## config.mk

```make
export PLATFORM = sky130hd
export DESIGN_NAME = log_burst_rate_limiter_top
export DESIGN_NICKNAME = d
export VERILOG_FILES = /design/src/lrl_pkg.sv /design/src/log_burst_rate_limiter_top.sv /design/src/lrl_cfg.sv /design/src/lrl_ring.sv /design/src/lrl_limiter.sv
export SDC_FILE = /design/constraint.sdc
export NUM_CORES = 2
export LEC_CHECK = 0
export ABC_AREA = 1
export BUFFER_PORTS_ARGS = -buffer_cell sky130_fd_sc_hd__clkbuf_2
export CORE_MARGIN = 4
export CORE_UTILIZATION = 30
export CTS_BUF_LIST = sky130_fd_sc_hd__clkbuf_16
export DETAILED_ROUTE_END_ITERATION = 10
export GPL_ROUTABILITY_DRIVEN = 0
export HOLD_SLACK_MARGIN = 0.08
export PLACE_DENSITY = 0.5
export SLEW_MARGIN = 15
export SYNTH_ARGS = -nofsm -noshare
export SYNTH_HDL_FRONTEND = slang
export SYNTH_HIERARCHICAL = 1
export SYNTH_SLANG_ARGS = --single-unit
```

## constraint.sdc

```tcl
create_clock -name clk -period 17.4 [get_ports clk]
set_input_delay 3.48 -clock clk [delete_from_list [all_inputs] [get_ports clk]]
set_output_delay 3.48 -clock clk [all_outputs]
set_load 0.02 [all_outputs]
```

## src/lrl_pkg.sv

```systemverilog
// shared types, constants and codes for the log burst rate limiter
package lrl_pkg;

    localparam int RING_DEPTH  = 16;
    localparam int RING_PTR_W  = (RING_DEPTH > 1) ? $clog2(RING_DEPTH) : 1;
    localparam int RING_CNT_W  = $clog2(RING_DEPTH + 1);
    localparam int STAMP_W     = 64;
    localparam int SCALE_SHIFT = 10;
    localparam int SCALED_W    = STAMP_W - SCALE_SHIFT;
    localparam int SKIP_W      = 32;
    localparam int TAG_W       = 8;
    localparam int VERDICT_W   = 3;
    localparam int CFG_INDEX_W = 2;
    localparam int CFG_DATA_W  = 64;

    localparam logic [SKIP_W-1:0] SKIP_MAX = {SKIP_W{1'b1}};

    localparam logic [CFG_INDEX_W-1:0] CFG_WINDOW_THRESHOLD = 2'd0;
    localparam logic [CFG_INDEX_W-1:0] CFG_RESUME_GAP       = 2'd1;
    localparam logic [CFG_INDEX_W-1:0] CFG_OUTPUT_DISABLED  = 2'd2;
    localparam logic [CFG_INDEX_W-1:0] CFG_SOURCE_TAG       = 2'd3;

    typedef enum logic [VERDICT_W-1:0] {
        V_PASS     = 3'd0,
        V_RESUME   = 3'd1,
        V_START    = 3'd2,
        V_SKIPPED  = 3'd3,
        V_DISABLED = 3'd4
    } verdict_t;

    typedef struct packed {
        logic [STAMP_W-1:0] window_threshold;
        logic [STAMP_W-1:0] resume_gap;
        logic               output_disabled;
        logic [TAG_W-1:0]   source_tag;
    } cfg_t;

    typedef struct packed {
        logic               push;
        logic               clear;
        logic [STAMP_W-1:0] stamp;
    } ring_cmd_t;

    typedef struct packed {
        logic               full;
        logic [STAMP_W-1:0] oldest;
        logic [STAMP_W-1:0] last;
    } ring_status_t;

    typedef struct packed {
        verdict_t            verdict;
        logic [SKIP_W-1:0]   skipped_count;
        logic                delta_negative;
        logic [SCALED_W-1:0] delta_magnitude;
        logic [TAG_W-1:0]    tag;
    } result_t;

endpackage

```

## src/log_burst_rate_limiter_top.sv

```systemverilog
// top level of the log burst rate limiter
//
//  channel   direction  handshake            payload
//  input     in         in_valid / in_stall  timestamp
//  result    out        out_valid/ out_stall verdict, skipped_count, delta_negative,
//                                            delta_magnitude, tag
//  config    in         cfg_we               cfg_index, cfg_data
//
// one item per cycle sustained while out_stall is low: an item is held in the input register,
// the decision and the ring update happen on the edge into the result register,
// so each item's decision sees the ring state left by the item before it
// rst_n clears control state, pointers and counters; ring entries stay unwritten
// a stalled result holds in the output register while the input register still
// takes one more item; only then does in_stall rise
module log_burst_rate_limiter_top (
    input  logic                            clk,
    input  logic                            rst_n,
    input  logic                            in_valid,
    output logic                            in_stall,
    input  logic [lrl_pkg::STAMP_W-1:0]     timestamp,
    output logic                            out_valid,
    input  logic                            out_stall,
    output logic [lrl_pkg::VERDICT_W-1:0]   verdict,
    output logic [lrl_pkg::SKIP_W-1:0]      skipped_count,
    output logic                            delta_negative,
    output logic [lrl_pkg::SCALED_W-1:0]    delta_magnitude,
    output logic [lrl_pkg::TAG_W-1:0]       tag,
    input  logic                            cfg_we,
    input  logic [lrl_pkg::CFG_INDEX_W-1:0] cfg_index,
    input  logic [lrl_pkg::CFG_DATA_W-1:0]  cfg_data
);
    import lrl_pkg::*;

    // input register
    logic               in_valid_reg, in_valid_next;
    logic [STAMP_W-1:0] in_stamp_reg;

    // result register
    logic    out_valid_reg, out_valid_next;
    result_t out_result_reg;

    cfg_t         cfg;
    ring_cmd_t    ring_cmd;
    ring_status_t ring_status;
    result_t      result;

    logic in_accept;
    logic advance;

    // the held item moves on when the result register is free or being drained
    assign advance   = in_valid_reg && (!out_valid_reg || !out_stall);
    assign in_stall  = in_valid_reg && !advance;
    assign in_accept = in_valid && !in_stall;

    lrl_cfg u_cfg (
        .clk       (clk),
        .rst_n     (rst_n),
        .cfg_we    (cfg_we),
        .cfg_index (cfg_index),
        .cfg_data  (cfg_data),
        .cfg       (cfg)
    );

    lrl_ring u_ring (
        .clk    (clk),
        .rst_n  (rst_n),
        .cmd    (ring_cmd),
        .status (ring_status)
    );

    lrl_limiter u_limiter (
        .clk      (clk),
        .rst_n    (rst_n),
        .fire     (advance),
        .stamp    (in_stamp_reg),
        .cfg      (cfg),
        .ring     (ring_status),
        .ring_cmd (ring_cmd),
        .result   (result)
    );

    always_comb
    begin
        if (in_accept)
            in_valid_next = 1'b1;
        else if (advance)
            in_valid_next = 1'b0;
        else
            in_valid_next = in_valid_reg;

        if (advance)
            out_valid_next = 1'b1;
        else if (!out_stall)
            out_valid_next = 1'b0;
        else
            out_valid_next = out_valid_reg;
    end

    always_ff @(posedge clk or negedge rst_n)
    begin
        if (!rst_n)
        begin
            in_valid_reg  <= 1'b0;
            out_valid_reg <= 1'b0;
        end
        else
        begin
            in_valid_reg  <= in_valid_next;
            out_valid_reg <= out_valid_next;
        end
    end

    // payload registers, no reset
    always_ff @(posedge clk)
    begin
        if (in_accept)
            in_stamp_reg <= timestamp;
        if (advance)
            out_result_reg <= result;
    end

    assign out_valid       = out_valid_reg;
    assign verdict         = out_result_reg.verdict;
    assign skipped_count   = out_result_reg.skipped_count;
    assign delta_negative  = out_result_reg.delta_negative;
    assign delta_magnitude = out_result_reg.delta_magnitude;
    assign tag             = out_result_reg.tag;

    // stall is only raised while an item is held and cannot move on
    a_stall_needs_item: assert property (@(posedge clk) disable iff (!rst_n)
        in_stall |-> (in_valid_reg && out_valid_reg && out_stall))
        else $error("input stalled without a blocked item");

    // ring is only touched by an item that actually moves on
    a_push_on_advance: assert property (@(posedge clk) disable iff (!rst_n)
        (ring_cmd.push || ring_cmd.clear) |-> advance)
        else $error("ring updated without an item");

    // skip count is reported only on a resume, and then it is nonzero
    a_skip_count_resume: assert property (@(posedge clk) disable iff (!rst_n)
        out_valid_reg |-> ((out_result_reg.verdict == V_RESUME) ==
                           (out_result_reg.skipped_count != '0)))
        else $error("skip count inconsistent with verdict");

    // dropped items carry no tag or delta
    a_drop_fields_zero: assert property (@(posedge clk) disable iff (!rst_n)
        (out_valid_reg && (out_result_reg.verdict == V_START ||
                           out_result_reg.verdict == V_SKIPPED ||
                           out_result_reg.verdict == V_DISABLED))
        |-> (out_result_reg.tag == '0 && out_result_reg.delta_magnitude == '0 &&
             !out_result_reg.delta_negative))
        else $error("dropped item carries payload");

    // a result that advances replaces the register the next cycle
    a_result_loaded: assert property (@(posedge clk) disable iff (!rst_n)
        advance |=> out_valid_reg)
        else $error("advanced item lost");

endmodule

```

## src/lrl_cfg.sv

```systemverilog
// configuration register file
module lrl_cfg (
    input  logic                            clk,
    input  logic                            rst_n,
    input  logic                            cfg_we,
    input  logic [lrl_pkg::CFG_INDEX_W-1:0] cfg_index,
    input  logic [lrl_pkg::CFG_DATA_W-1:0]  cfg_data,
    output lrl_pkg::cfg_t                   cfg
);
    import lrl_pkg::*;

    cfg_t cfg_reg;

    always_ff @(posedge clk or negedge rst_n)
    begin
        if (!rst_n)
        begin
            cfg_reg <= '0;
        end
        else if (cfg_we)
        begin
            case (cfg_index)
                CFG_WINDOW_THRESHOLD: cfg_reg.window_threshold <= cfg_data[STAMP_W-1:0];
                CFG_RESUME_GAP:       cfg_reg.resume_gap       <= cfg_data[STAMP_W-1:0];
                CFG_OUTPUT_DISABLED:  cfg_reg.output_disabled  <= cfg_data[0];
                CFG_SOURCE_TAG:       cfg_reg.source_tag       <= cfg_data[TAG_W-1:0];
                default:              cfg_reg                  <= cfg_reg;
            endcase
        end
    end

    assign cfg = cfg_reg;

endmodule

```

## src/lrl_ring.sv

```systemverilog
// timestamp ring with head, tail, fill count and last accepted stamp
module lrl_ring (
    input  logic                  clk,
    input  logic                  rst_n,
    input  lrl_pkg::ring_cmd_t    cmd,
    output lrl_pkg::ring_status_t status
);
    import lrl_pkg::*;

    localparam logic [RING_PTR_W-1:0] PTR_LAST = RING_PTR_W'(RING_DEPTH - 1);
    localparam logic [RING_CNT_W-1:0] CNT_FULL = RING_CNT_W'(RING_DEPTH);

    logic [STAMP_W-1:0]    stamp_ring_reg [RING_DEPTH];
    logic [STAMP_W-1:0]    last_stamp_reg;
    logic [RING_PTR_W-1:0] head_reg, head_next;
    logic [RING_PTR_W-1:0] tail_reg, tail_next;
    logic [RING_CNT_W-1:0] count_reg, count_next;

    logic [RING_PTR_W-1:0] head_base, tail_base;
    logic [RING_CNT_W-1:0] count_base;

    function automatic logic [RING_PTR_W-1:0] ptr_inc(input logic [RING_PTR_W-1:0] p);
        ptr_inc = (p == PTR_LAST) ? '0 : p + RING_PTR_W'(1);
    endfunction

    always_comb
    begin
        head_base  = cmd.clear ? '0 : head_reg;
        tail_base  = cmd.clear ? '0 : tail_reg;
        count_base = cmd.clear ? '0 : count_reg;
        head_next  = head_base;
        tail_next  = tail_base;
        count_next = count_base;
        if (cmd.push)
        begin
            tail_next = ptr_inc(tail_base);
            if (count_base == CNT_FULL)
                head_next = ptr_inc(head_base);
            else
                count_next = count_base + RING_CNT_W'(1);
        end
    end

    always_ff @(posedge clk or negedge rst_n)
    begin
        if (!rst_n)
        begin
            head_reg  <= '0;
            tail_reg  <= '0;
            count_reg <= '0;
        end
        else
        begin
            head_reg  <= head_next;
            tail_reg  <= tail_next;
            count_reg <= count_next;
        end
    end

    // entries are not cleared, only written entries are ever used
    always_ff @(posedge clk)
    begin
        if (cmd.push)
        begin
            stamp_ring_reg[tail_base] <= cmd.stamp;
            last_stamp_reg            <= cmd.stamp;
        end
    end

    assign status.full   = (count_reg == CNT_FULL);
    assign status.oldest = stamp_ring_reg[head_reg];
    assign status.last   = (count_reg == '0) ? '0 : last_stamp_reg;

endmodule

```

## src/lrl_limiter.sv

```systemverilog
// suppression decision, skip counter and scaled time delta
module lrl_limiter (
    input  logic                            clk,
    input  logic                            rst_n,
    input  logic                            fire,
    input  logic [lrl_pkg::STAMP_W-1:0]     stamp,
    input  lrl_pkg::cfg_t                   cfg,
    input  lrl_pkg::ring_status_t           ring,
    output lrl_pkg::ring_cmd_t              ring_cmd,
    output lrl_pkg::result_t                result
);
    import lrl_pkg::*;

    logic [SKIP_W-1:0]   skip_reg, skip_next;
    logic [SCALED_W-1:0] last_scaled_reg, last_scaled_next;

    logic [STAMP_W-1:0]  gap, age;
    logic [SCALED_W-1:0] scaled;
    logic                skipping;

    assign gap      = stamp - ring.last;
    assign age      = stamp - ring.oldest;
    assign scaled   = stamp[STAMP_W-1:SCALE_SHIFT];
    assign skipping = (skip_reg != '0);

    always_comb
    begin
        result           = '0;
        result.verdict   = V_PASS;
        ring_cmd.push    = 1'b0;
        ring_cmd.clear   = 1'b0;
        ring_cmd.stamp   = stamp;
        skip_next        = skip_reg;
        last_scaled_next = last_scaled_reg;
        if (cfg.output_disabled)
        begin
            result.verdict = V_DISABLED;
        end
        else if (skipping && (gap <= cfg.resume_gap))
        begin
            result.verdict = V_SKIPPED;
            if (skip_reg != SKIP_MAX)
                skip_next = skip_reg + SKIP_W'(1);
        end
        // after a resume the ring holds only the resuming stamp, so it is not full for the next item
        else if (!skipping && ring.full && (age <= cfg.window_threshold))
        begin
            result.verdict = V_START;
            skip_next      = SKIP_W'(1);
        end
        else
        begin
            ring_cmd.push  = fire;
            ring_cmd.clear = fire && skipping;
            result.verdict = skipping ? V_RESUME : V_PASS;
            result.skipped_count = skip_reg;
            if (scaled > last_scaled_reg)
            begin
                result.delta_negative  = 1'b0;
                result.delta_magnitude = scaled - last_scaled_reg;
            end
            else
            begin
                result.delta_negative  = 1'b1;
                result.delta_magnitude = last_scaled_reg - scaled;
            end
            result.tag       = cfg.source_tag;
            skip_next        = '0;
            last_scaled_next = scaled;
        end
    end

    always_ff @(posedge clk or negedge rst_n)
    begin
        if (!rst_n)
        begin
            skip_reg        <= '0;
            last_scaled_reg <= '0;
        end
        else if (fire)
        begin
            skip_reg        <= skip_next;
            last_scaled_reg <= last_scaled_next;
        end
    end

endmodule
```

# Yosys cells after proc, flatten, opt, wreduce, memory -nomap -nowiden
# Memory sizes are Yosys's and may differ from the RTL's.
# Index checks and enable logic that the tools add are counted.
# totals
register_bits	464
latchBits	0
ram_bits	1024
mem_bits_ro	0
inputBits	135
output_inout_bits	100
wordCells	94
mem_count	1
# classes
addsub	8
multipliers	0
div	0
order_cmp	3
eq_ne	10
shift	0
mux	27
bitwise	3
n_reduce_logical	24
# mem_list
memory	depth	word_bits	rd	rd_clocked_by_memory_dff	write_ports	line	text
u_ring.stamp_ring_reg	16	64	1	0	1	lrl_ring.sv:13	logic [STAMP_W-1:0] stamp_ring_reg [RING_DEPTH];
# op_table
op	count
less-or-equal comparator 64 bit	2
subtractor 64 bit	2
subtractor 54 bit	2
2-to-1 mux 32 bit	2
2-to-1 mux 64 bit	1
2-to-1 mux 55 bit	1
> comparator 54 bit	1
adder 32 x 1 -> 32 bit (second input constant)	1
inequality test 32 bit (second input constant)	1
nonzero test 32 bit	1
2-to-1 mux 4 bit	7
2-to-1 mux 5 bit	3
equality test 5 bit (second input constant)	2
adder 4 x 1 -> 4 bit (second input constant)	2
equality test 4 bit (second input constant)	2
2-to-1 mux 1 bit	8
AND reduction 2 bit	4
logical AND 1 bit	7
2-to-1 mux 2 bit	3
2-to-1 mux 3 bit	2
adder 5 x 1 -> 5 bit (second input constant)	1
zero test 1 bit	5
zero test 5 bit	1
equality test 2 bit (second input constant)	2
other kinds (10)	12

# Depth between registers and ports, before layout
# depth
word_depth	12
depth_mapped	50

# Cells and area by module
# Netlist, hierarchy kept.
# by_module_without_submodules
module	instances	cells_per_inst	area_per_inst_um2	seq_area_each_um2
lrl_ring	1	4444	46866.2	32996.6
lrl_limiter	1	4853	26588.0	2152.1
lrl_cfg	1	606	5585.4	3428.3
log_burst_rate_limiter_top	1	174	4959.8	4914.7

# Worst setup path after synthesis
# OpenSTA, ideal clock, no wires.
# synth_path
path_kind	in2reg
startpoint	in out_stall
endpoint	mem u_ring.stamp_ring_reg[3][0], enable pin
t_arrival_ns	15.206
required_time_ns	16.822
setup_slack_ns	1.616
path_stages	8
n_path_buf	1
cell_sequence	a21oi_1 > nand2_1 > inv_1 > nand3_1 > clkbuf_1 > inv_1 > inv_1 > nor3b_1
# synth_rtl
item	line	text
start: declaration	log_burst_rate_limiter_top.sv:22	input logic out_stall,
end: declaration	lrl_ring.sv:13	

==> summary.md <==
| Metric | Value |
|---|---|
| Total grt overflow | 0 |
| Yosys warns | 6 |
| CP peak stage delay | 0.97 ns |
| Total Nets Final | 10.7k |
| Final Util | 33.9% |
| CTS max path bufs | 4 |
| Per-cell routed wire length | 22.3 microns |
| Post-Synthesis Cells | 10.1k |
| DP Area | 0.0890 sq mm |
| Insertion delay to the later sink of the worst-skew pair | 0.87 ns |
| Worst setup SP type | flip-flop |
| Fill cells | 29.1k |
| RSZ-0062 raised after global routing | no |
| Part of the power in combinational logic | 50.3% |
| Critical Path AT | 12.78 ns |
| Final min period | 12.35 ns |
| Setup bufs post-CTS | 0 |
| P_int | 8.72 mW |
| Hold WC Path Type | flip-flop to flip-flop |
| DPL Wire Length | 220 mm |
| Least-Margin Pin Slew | 1.26 ns |
| Synthesized area per cell | 8.34 sq um |
| TritonCTS Sinks | 1488 |
| Number of flip-flops in the largest register | 1024 |
| Fraction of layout instances using a drive strength above 1 | 6.63% |
| Mapped cell area | 0.0840 sq mm |
| Post-CTS sizing | 0 |
| Sequential element share of the synthesized area | 51.8% |
| DIE AREA | 0.289 sq mm |
| ANT nets after route | 0 |
| Setup TNS | 0 ns |
| Slowest CP cell | nor2_4 |
| Total GRT Usage | 21.1% |
| PwrDens | 172 mW/mm^2 |
| Prevailing post-synth register cell | edfxtp_1 |
| #FFs+latches synth | 1488 |
| Seq pwr share | 27.5% |
| Clk slew on worst S/H paths | 0.06 ns |
| Hold WS | 0.472 ns |
| Period Utilization, post-route | 71.0% |
| Design area | 0.0945 sq mm |
| Final setup viols | 0 |
| WS Path Type | flip-flop to flip-flop |
| Inst Count DP | 13.8k |
| Core Box Area | 0.279 sq mm |
| Clk Tree Root Cell | clkbuf_16 |
| Crit Path Max Fanout | 153 |
| Wl on met1 | 131 mm |
| Vias in the first global route | 66.9k |
| Maximum VDD drop | 0.107 mV |
| H-tree depth | 4 |
| Initial drt markers | 6966 |
| Critical Path Sink Type | flip-flop |
| Residual DRC count | 0 |
| Hold_buf cts | 0 |
| Die width | 537 microns |
| WL met2 | 146 mm |
| Maxcap violations | 0 |
| TritonCTS clock tree | done |
| Finished Layout Cells | 14.1k |
| Core Rows | 194 |
| FMAX | 81.0 MHz |
| Static Leakage | 43.4 nW |
| Status | complete, no violations |
| DRT Pass-1 Iters | 9 |
| Pin count of the biggest net entering global routing | 157 |
| First-pass GRT wire length | 453 mm |
| Layout area overhead | 12.5% |
| Post-synth EDFFs | 1250 |
| Initial Util | 30.1% |
| Crit path top cell by count | nand2_1 |
| Die Y | 537 microns |
| Num CTS Buffers | 171 |
| Number of I/O port buffers | 234 |
| Met3 WL | 22.5 mm |
| Netlist cell types | 47 |
| Psw | 7.56 mW |
| Endpoints failing hold | 0 |
| Clock power frac | 22.1% |
| Ys async rst share | 16.0% |
| Initial antenna violation count | 32 |
| Vias per inst | 4.94 |
| Switching part of the total | 46.4% |
| Setup Skew | 0.0883 ns |
| Max Used Layer | met5 |
| Data required, critical path | 17.83 ns |
| Total Wirelength | 315 mm |
| Normalized max-slew margin | 15.7% |
| Syn Nets | 10.6k |
| Via count | 69.6k |
| Final max-slew violation count | 0 |
| Boundary Pins | 235 |
layout by cell type, fill, tap and decap left out, types with 26 or more instances in the layout:
| cell | synthesis | routed |
|---|---|---|
| nand2_1 | 3179 | 3176 |
| nor3_1 | 52 | 52 |
| edfxtp_1 | 1250 | 1250 |
| ha_1 | 368 | 368 |
| a21oi_1 | 376 | 375 |
| clkbuf_2 | 10 | 231 |
| nor2_1 | 622 | 608 |
| xnor2_1 | 36 | 36 |
| o21bai_1 | 53 | 53 |
| buf_4 | 94 | 151 |
| clkinv_1 | 0 | 39 |
| xor2_1 | 156 | 156 |
| nand4_1 | 198 | 198 |
| clkbuf_16 | 0 | 172 |
| inv_1 | 1785 | 1804 |
| nand3_1 | 1009 | 1008 |
| clkinv_2 | 0 | 29 |
| o21ai_0 | 167 | 167 |
| dfrtp_1 | 238 | 234 |
| o21a_1 | 26 | 26 |
logic make-up after synthesis:
group	Yosys count	share of synthesized area (%)
flops	1488	51.8
fa+ha+maj	372	5.58
buf+inv	2197	10.7
compound gates	698	4.59
simple gates	5130	25.4
xor+xnor	192	2.00
metrics by stage:
| stage | power (mW) | setup slack, ns |
|---|---|---|
| floorplan | 9.82 | 1.62 |
| global placement | 12.5 | 5.47 |
| detailed placement | 12.6 | 5.33 |
| CTS | 16.2 | 5.26 |
| global route | 17.3 | 4.40 |
| finish | 16.3 | 5.05 |
path summary, 6_finish.rpt:
kind,from,endpoint,slack [ns],depth (start not counted)
hold / removal,u_cfg/cfg[131],u_cfg/cfg[131],0.47,2
hold reg to reg,u_cfg/cfg[131],u_cfg/cfg[131],0.47,2
setup reg to reg,u_ring/head_reg[0],u_ring/stamp_ring_reg[4][4],5.05,41
setup / recovery,u_ring/head_reg[0],u_ring/stamp_ring_reg[4][4],5.05,41
max in group asynchronous,rst_n,u_limiter/last_scaled_reg[42],12.64,3
min in group asynchronous,rst_n,u_cfg/cfg[103],2.63,1
metal layers:
layer | vias to the layer above | global-route usage [%]
li1 | 32600 | -
met1 | 33600 | 27.5
met2 | 2822 | 34.8
met3 | 631 | 3.05
met4 | 2 | 9.21
met5 | - | 0
area by class of cell:
cell class / count / area (sq um) / area share (%)
timing repair buffer: 387 / 2370 / 2.51
clock buffer: 172 / 4300 / 4.55
clock inverter: 136 / 1190 / 1.26
sequential: 1488 / 43500 / 46.0
multi-input combinational: 6392 / 31700 / 33.6
inverter: 1789 / 6750 / 7.14
antenna: 10 / 25.0 / 0.0265
tap: 3724 / 4660 / 4.93
synth_stat cells, drive strengths merged, types with 20 or more instances:
| cell type | number | share of area [%] |
|---|---|---|
| o21bai | 53 | 0.47 |
| dfrtp | 238 | 7.1 |
| nor3 | 56 | 0.36 |
| inv | 1789 | 8.0 |
| buf | 331 | 2.3 |
| clkbuf | 77 | 0.36 |
| a21oi | 376 | 2.2 |
| edfxtp | 1250 | 45 |
| xnor2 | 36 | 0.38 |
| ha | 368 | 5.5 |
| a31oi | 23 | 0.17 |
| o21a | 26 | 0.23 |
| nor2 | 626 | 2.8 |
| o21ai | 167 | 1.0 |
| nor4 | 20 | 0.15 |
| xor2 | 156 | 1.6 |
| nand3 | 1015 | 6.1 |
| nand2 | 3184 | 14 |
| nand4 | 198 | 1.5 |
power by group through the flow:
stage | Sequential [mW] | Combinational, mW | Clock (mW)
after floorplan | 4.54 | 5.27 | 0
after global placement | 4.55 | 7.95 | 0
after detailed placement | 4.55 | 8.02 | 0
after CTS | 4.48 | 8.06 | 3.69
after global routing | 4.51 | 8.98 | 3.82
final | 4.48 | 8.20 | 3.60
critical path, delay by kind of cell (launching register included):
family / cells / cell delay (ns)
AOI/OAI and AO/OA: 4 / 0.79
buffers and inverters: 9 / 4.28
DFF: 1 / 0.70
adders and majority gates: 3 / 0.93
and+or+nand+nor: 24 / 4.52
xor gates and xnor gates: 1 / 0.18
Power figures use the tool's default switching activity.
